==> src/mhq_pkg.sv <==
// ----------------------------------------------------------------------------
// mhq_pkg
// Shared types and constants of the mesh height query block.
// ----------------------------------------------------------------------------
package mhq_pkg;

  // Default sizes, used as parameter defaults on the top level.
  localparam int DEF_MAX_VERTICES  = 1024;
  localparam int DEF_MAX_TRIANGLES = 1024;
  localparam int DEF_COORD_WIDTH   = 24;

  // Width of the vertex index fields of an appended triangle.
  localparam int IDX_W = 10;

  // Start height of the downward ray, +10000 with four fraction bits.
  localparam int RAY_TOP = 160000;

  typedef enum logic [1:0] {
    CMD_VERTEX   = 2'd0,
    CMD_TRIANGLE = 2'd1,
    CMD_QUERY    = 2'd2,
    CMD_CLEAR    = 2'd3
  } cmd_e;

  typedef enum logic [2:0] {
    ST_IDLE,
    ST_TRI,
    ST_VA,
    ST_VB,
    ST_VC,
    ST_VL,
    ST_PROBE,
    ST_DONE
  } top_state_e;

  typedef enum logic [2:0] {
    PS_IDLE,
    PS_MUL,
    PS_ACC,
    PS_CHK,
    PS_CMP,
    PS_DIV,
    PS_FIN
  } probe_state_e;

  // Status of the triangle test unit toward the sequencer.
  typedef struct packed {
    logic done;
    logic hit;
  } probe_res_t;

  // Height reported on a miss: -10000, clipped to the coordinate range.
  function automatic int miss_height(input int cw);
    int lowest;
    lowest = -(1 << (cw - 1));
    return (-RAY_TOP < lowest) ? lowest : -RAY_TOP;
  endfunction

endpackage

==> src/mhq_probe.sv <==
// ----------------------------------------------------------------------------
// mhq_probe
// Tests one triangle against a vertical ray with a shared multiplier, an
// accumulator and a one-bit-per-cycle restoring divider.
// ----------------------------------------------------------------------------
module mhq_probe
  import mhq_pkg::*;
#(
  parameter int COORD_WIDTH = DEF_COORD_WIDTH
) (
  input  logic                          clk_i,
  input  logic                          rst_ni,
  input  logic                          start_i,
  input  logic signed [COORD_WIDTH-1:0] vx_i [3],
  input  logic signed [COORD_WIDTH-1:0] vy_i [3],
  input  logic signed [COORD_WIDTH-1:0] vz_i [3],
  input  logic signed [COORD_WIDTH-1:0] qx_i,
  input  logic signed [COORD_WIDTH-1:0] qy_i,
  output probe_res_t                    res_o,
  output logic        [COORD_WIDTH-1:0] height_o
);

  localparam int C    = COORD_WIDTH;
  localparam int D    = C + 1;
  localparam int P    = 2 * D + 1;
  localparam int L    = D + 1;
  localparam int T    = ((C > 19) ? C : 19) + 1;
  localparam int M    = ((D + 2) > T) ? (D + 2) : T;
  localparam int W    = 2 * M + L + 1;
  localparam int CNTW = $clog2(C);

  localparam logic [3:0] StepCr    = 4'd1;
  localparam logic [3:0] StepNb    = 4'd3;
  localparam logic [3:0] StepNg    = 4'd5;
  localparam logic [3:0] StepN     = 4'd9;
  localparam logic [3:0] StepLim   = 4'd11;

  probe_state_e state_q, state_d;

  logic signed [D-1:0]   ux_q, uy_q, uz_q, wx_q, wy_q, wz_q, px_q, py_q;
  logic signed [D-1:0]   ux_d, uy_d, uz_d, wx_d, wy_d, wz_d, px_d, py_d;
  logic signed [T-1:0]   rt_q, rt_d;
  logic signed [C-1:0]   az_q, az_d;
  logic [3:0]            step_q, step_d;
  logic signed [2*M-1:0] prod_q, prod_d;
  logic signed [W-1:0]   acc_q, acc_d, n_q, n_d;
  logic signed [P-1:0]   cr_q, cr_d, nb_q, nb_d, ng_q, ng_d;
  logic [W-1:0]          rem_q, rem_d, dsh_q, dsh_d;
  logic [C-1:0]          quo_q, quo_d;
  logic                  neg_q, neg_d;
  logic [CNTW-1:0]       cnt_q, cnt_d;

  logic signed [M-1:0]   ma, mb;
  logic signed [W-1:0]   pext;
  logic signed [P-1:0]   crn, nbn, ngn;
  logic signed [P:0]     bsum;
  logic                  ge;
  logic [C-1:0]          qsgn;

  // Operand selection for the shared multiplier.
  always_comb begin
    ma = '0;
    mb = '0;
    case (step_q)
      4'd0: begin ma = M'(ux_q); mb = M'(wy_q); end
      4'd1: begin ma = M'(uy_q); mb = M'(wx_q); end
      4'd2: begin ma = M'(px_q); mb = M'(wy_q); end
      4'd3: begin ma = M'(py_q); mb = M'(wx_q); end
      4'd4: begin ma = M'(ux_q); mb = M'(py_q); end
      4'd5: begin ma = M'(uy_q); mb = M'(px_q); end
      4'd6: begin ma = M'($signed(nb_q[P-1:L])); mb = M'(uz_q); end
      4'd7: begin ma = M'($signed({1'b0, nb_q[L-1:0]})); mb = M'(uz_q); end
      4'd8: begin ma = M'($signed(ng_q[P-1:L])); mb = M'(wz_q); end
      4'd9: begin ma = M'($signed({1'b0, ng_q[L-1:0]})); mb = M'(wz_q); end
      4'd10: begin ma = M'($signed(cr_q[P-1:L])); mb = M'(rt_q); end
      4'd11: begin ma = M'($signed({1'b0, cr_q[L-1:0]})); mb = M'(rt_q); end
      default: begin ma = '0; mb = '0; end
    endcase
  end

  always_comb begin
    crn  = cr_q[P-1] ? -cr_q : cr_q;
    nbn  = cr_q[P-1] ? -nb_q : nb_q;
    ngn  = cr_q[P-1] ? -ng_q : ng_q;
    bsum = (P+1)'(nbn) + (P+1)'(ngn);
    pext = W'(prod_q);
    if (step_q == 4'd6 || step_q == 4'd8 || step_q == 4'd10) begin
      pext = pext <<< L;
    end
    ge   = rem_q >= dsh_q;
    qsgn = neg_q ? -quo_q : quo_q;
  end

  always_comb begin
    state_d = state_q;
    ux_d = ux_q; uy_d = uy_q; uz_d = uz_q;
    wx_d = wx_q; wy_d = wy_q; wz_d = wz_q;
    px_d = px_q; py_d = py_q;
    rt_d = rt_q; az_d = az_q;
    step_d = step_q; prod_d = prod_q; acc_d = acc_q; n_d = n_q;
    cr_d = cr_q; nb_d = nb_q; ng_d = ng_q;
    rem_d = rem_q; dsh_d = dsh_q; quo_d = quo_q; neg_d = neg_q; cnt_d = cnt_q;
    res_o = '0;
    case (state_q)
      PS_IDLE: begin
        if (start_i) begin
          ux_d = D'(vx_i[1]) - D'(vx_i[0]);
          uy_d = D'(vy_i[1]) - D'(vy_i[0]);
          uz_d = D'(vz_i[1]) - D'(vz_i[0]);
          wx_d = D'(vx_i[2]) - D'(vx_i[0]);
          wy_d = D'(vy_i[2]) - D'(vy_i[0]);
          wz_d = D'(vz_i[2]) - D'(vz_i[0]);
          px_d = D'(qx_i) - D'(vx_i[0]);
          py_d = D'(qy_i) - D'(vy_i[0]);
          rt_d = T'(RAY_TOP) - T'(vz_i[0]);
          az_d = vz_i[0];
          step_d = '0;
          state_d = PS_MUL;
        end
      end
      PS_MUL: begin
        prod_d  = ma * mb;
        state_d = PS_ACC;
      end
      PS_ACC: begin
        if (step_q == StepCr || step_q == StepNb || step_q == StepNg) begin
          acc_d = acc_q - pext;
        end else if (step_q == 4'd0 || step_q == 4'd2 || step_q == 4'd4 ||
                     step_q == 4'd6 || step_q == 4'd10) begin
          acc_d = pext;
        end else begin
          acc_d = acc_q + pext;
        end
        if (step_q == StepCr) cr_d = acc_d[P-1:0];
        if (step_q == StepNb) nb_d = acc_d[P-1:0];
        if (step_q == StepNg) ng_d = acc_d[P-1:0];
        if (step_q == StepN)  n_d  = acc_d;
        step_d = step_q + 4'd1;
        if (step_q == StepNg) begin
          state_d = PS_CHK;
        end else if (step_q == StepLim) begin
          state_d = PS_CMP;
        end else begin
          state_d = PS_MUL;
        end
      end
      PS_CHK: begin
        // Flat triangles and points outside the closed triangle miss.
        if (cr_q == '0 || nbn[P-1] || ngn[P-1] || bsum > (P+1)'(crn)) begin
          res_o.done = 1'b1;
          state_d    = PS_IDLE;
        end else begin
          cr_d    = crn;
          nb_d    = nbn;
          ng_d    = ngn;
          state_d = PS_MUL;
        end
      end
      PS_CMP: begin
        // The plane must lie at or below the ray start.
        if (n_q > acc_q) begin
          res_o.done = 1'b1;
          state_d    = PS_IDLE;
        end else begin
          neg_d   = n_q[W-1];
          rem_d   = n_q[W-1] ? W'(-n_q) : W'(n_q);
          dsh_d   = W'(cr_q) << (C - 1);
          quo_d   = '0;
          cnt_d   = CNTW'(C - 1);
          state_d = PS_DIV;
        end
      end
      PS_DIV: begin
        if (ge) rem_d = rem_q - dsh_q;
        quo_d = {quo_q[C-2:0], ge};
        dsh_d = dsh_q >> 1;
        cnt_d = cnt_q - 1'b1;
        if (cnt_q == '0) state_d = PS_FIN;
      end
      PS_FIN: begin
        res_o.done = 1'b1;
        res_o.hit  = 1'b1;
        state_d    = PS_IDLE;
      end
      default: state_d = PS_IDLE;
    endcase
  end

  assign height_o = az_q + qsgn;

  always_ff @(posedge clk_i or negedge rst_ni) begin
    if (!rst_ni) begin
      state_q <= PS_IDLE;
    end else begin
      state_q <= state_d;
    end
  end

  always_ff @(posedge clk_i) begin
    ux_q <= ux_d; uy_q <= uy_d; uz_q <= uz_d;
    wx_q <= wx_d; wy_q <= wy_d; wz_q <= wz_d;
    px_q <= px_d; py_q <= py_d;
    rt_q <= rt_d; az_q <= az_d;
    step_q <= step_d; prod_q <= prod_d; acc_q <= acc_d; n_q <= n_d;
    cr_q <= cr_d; nb_q <= nb_d; ng_q <= ng_d;
    rem_q <= rem_d; dsh_q <= dsh_d; quo_q <= quo_d; neg_q <= neg_d;
    cnt_q <= cnt_d;
  end

endmodule

==> config.mk <==
export PLATFORM = sky130hd
export DESIGN_NAME = mhq_probe
export DESIGN_NICKNAME = d
export VERILOG_FILES = /design/src/mhq_pkg.sv /design/src/mhq_probe.sv
export SDC_FILE = /design/constraint.sdc
export NUM_CORES = 2
export LEC_CHECK = 0
export BUFFER_PORTS_ARGS = -buffer_cell sky130_fd_sc_hd__buf_4
export CORE_MARGIN = 1
export CORE_UTILIZATION = 35
export DETAILED_ROUTE_END_ITERATION = 10
export MAX_ROUTING_LAYER = met4
export PLACE_DENSITY_LB_ADDON = 0.1
export SLEW_MARGIN = 15
export SYNTH_ARGS = -nofsm -noshare
export SYNTH_HDL_FRONTEND = slang
export SYNTH_SLANG_ARGS = --single-unit
==> constraint.sdc <==
create_clock -name clk_i -period 26.7 [get_ports clk_i]
set_input_delay 5.34 -clock clk_i [delete_from_list [all_inputs] [get_ports clk_i]]
set_output_delay 5.34 -clock clk_i [all_outputs]
set_load 0.005 [all_outputs]
==> impl_metrics.tcl <==
set metrics [dict create \
    outcome "completed" \
    worstMarginPinSlew_ps 1218 \
    synthesis.area_sq_um 92260 \
    rows 188 \
    worstRegToRegCells 37 \
    postCtsSetupBuffers 0 \
    hold_path_class "flop to flop" \
    globalplace.congestion 0.9919 \
    grt_first_pass_wirelength_um 547300 \
    fin_ws_ps 10650 \
    crit_arrival_ps 10710 \
    rsz0062_at_grt "false" \
    postSynth.asyncResetShare_pct 0.3676 \
    finalMaxSlewViolations 0 \
    synth.top_cell.area_share_pct 26.46 \
    route.detailed.drc 0 \
    hp-start "dsh_q[77]" \
    setup_viol 0 \
    whs_ps 537.6 \
    ios 293 \
    synth_area_leaders "edfxtp_1 (26%), fa_1 (17%), ha_1 (11%)" \
    design.core.area_sq_um 262300 \
    die_height_um 515.4 \
    synthFlopType "edfxtp_1" \
    netlist_instances 10353 \
    port_buffers 292 \
    die_area_sq_um 265700 \
    area_growth_pct 10.59 \
    clk_pin_slew_worst_paths_ps 60 \
    cp-end-kind "primary output" \
    gr-total-overflow 0 \
    drt-pass1-iter-count 6 \
    syn_avg_cell_area_sq_um 8.911 \
    grt_pass1_vias 78136 \
    final_nets 12337 \
    clk_path_buf_depth 3 \
    antenna_found_initial 14 \
    cp-start-kind "flop" \
    cts-hold-fix-buffers 0 \
    timing.rr.start "step_q[0]" \
    ant_nets 0 \
    ys_ff_latch 816 \
    pre_cts_ws_ps 11440 \
    critPathBufInv 1 \
    synth_edf_count 813 \
    cp_max_fo 4 \
    rrSetupSlack_ps 14710 \
    hold_path_end "dsh_q[76]" \
    cts_sinks 816 \
    fin_area_sq_um 102000 \
    yosysTopAreaCell "edfxtp_1" \
    setup_tns_ps 0 \
    yosysWarnings 0 \
    cts_resized 0 \
    min_period_ps 16050 \
    start_util_pct 35.18 \
    postPlaceCellArea_sq_um 98670 \
    root_buffer "clkbuf_16" \
    path_class "flop to primary output" \
    wl_um 382900 \
    fin_skew_ps 58.56 \
    track_usage_pct 29.14 \
    clkLatencyLatePin_ps 790 \
    wire_per_inst_um 27.16 \
    place_hpwl_um 308800 \
    grt_max_degree 194 \
    crit_family "compound AO/OA/AOI/OAI gates" \
    synth_nets 12201 \
    initialDrtViolationCount 7146 \
    hold_viol_final 0 \
    path_common_cell "a21o_1" \
    htree_levels 3 \
    dieWidth_um 515.4 \
    cts_buffers 102 \
    cp_slowest_cell "a21oi_1" \
    finalCritPeriodShare_pct 60.12 \
    cts_tree "built" \
    dr_total_vias 78888 \
    drive_gt1_share_pct 6.630 \
    hold_depth 1 \
    slew_headroom_pct 17.72 \
    ys_types 88 \
    cp.required_ps 21360 \
    slowest_delay_ps 620 \
    vias_per_cell 5.596 \
    r2r-end "prod_q[52]" \
    fmax_mhz 62.30 \
    seq_area_frac_synth_pct 26.54 \
    maxCapViolations 0 \
]
==> cell type report <==
type / instances / area (sq um)
clock inverter: 70 / 686.9
clock buffer: 118 / 2655
multi-input combinational: 7695 / 61040
inverter: 1426 / 5354
tap: 3515 / 4398
antenna: 9 / 22.52
fill: 26604 / 160200
timing repair buffer: 448 / 3388
sequential: 816 / 24490
==> kinds of logic (layout without fill, tap and decap cells) <==
| kind of cell | Yosys count | in the layout | share of synthesized area (%) |
|---|---|---|---|
| fa+ha+maj | 1581 | 1581 | 27.72 |
| compound gates | 2394 | 2394 | 16.86 |
| mux | 36 | 36 | 0.3933 |
| simple gates | 3069 | 3069 | 15.13 |
| buf+inv | 1842 | 2062 | 7.505 |
| flops | 816 | 816 | 26.54 |
| xor+xnor | 615 | 615 | 5.838 |
| other cells | 0 | 9 | 0 |
==> layout by cell type, fill, tap and decap left out, types with 93 or more instances in the layout <==
cell / count
nor2_1: 828
and2_1: 132
nand2_1: 1180
inv_1: 1425
o31ai_1: 101
xor2_1: 199
ha_1: 809
edfxtp_1: 813
buf_4: 446
fa_1: 772
nand3_1: 146
a21oi_1: 668
nand4_1: 97
a21o_1: 244
o21ai_0: 519
xnor2_1: 416
nor2b_1: 93
nand2b_1: 93
nor3_1: 158
clkbuf_16: 104
==> how the worst max path moves through the flow <==
stage | to | startpoint | depth (start not counted)
2_1_floorplan | step_q[0] | start_i | 2
3_3_place_gp | res_o[1] | nb_q[5] | 32
3_5_place_dp | res_o[1] | nb_q[5] | 32
4_1_cts | res_o[1] | nb_q[5] | 32
5_1_grt | res_o[1] | nb_q[5] | 32
6_report | res_o[1] | nb_q[6] | 34
==> sequential cells by signal, summed over array words and instances, names as in the netlist, 51 cells and up <==
name    flops
dsh_q      81
cr_q       51
acc_q      81
nb_q       51
prod_q     54
n_q        81
ng_q       51
rem_q      81
==> stage by stage <==
stage / utilization (%) / std cells
after floorplan: - / 10353
after global placement: 37.61 / 13898
after detailed placement: 37.62 / 13900
after CTS: 38.89 / 14088
after global routing: 38.90 / 14091
final: 38.90 / 14097
==> layer usage <==
layer	up-vias	part of all wire [%]	track usage (%)	wire length [um]
met5	-	0	-	0
li1	35887	-	-	-
met3	551	5.1	2.882	19570
met4	0	4.8	11.87	18360
met1	39715	44	38.03	168600
met2	2735	46	46.24	176400
==> cell usage after synthesis (all sizes together) (21+ instances only) <==
cell    count
a22oi      85
o41ai      53
a222oi     50
nand2    1184
ha        809
a41oi      21
o31ai     102
a21boi     61
o211ai     22
o21bai     82
buf        42
xnor2     416
or3        85
and3       46
clkbuf    374
inv      1426
a21o      245
a31oi      45
a211oi     46
a221oi     53
nor3      161
nor2b      96
nor2      833
and4       22
nand2b     93
o21ai     531
mux2i      34
nand3     150
xor2      199
a211o      25
o31a       21
o21a       51
fa        772
nand4      97
nor4       61
a21oi     669
and2      134
or2        31
or4        42
edfxtp    813
o22ai      58
Power is not shown: default switching activity piles up to over one toggle a cycle in this logic, so the estimate is an artifact.
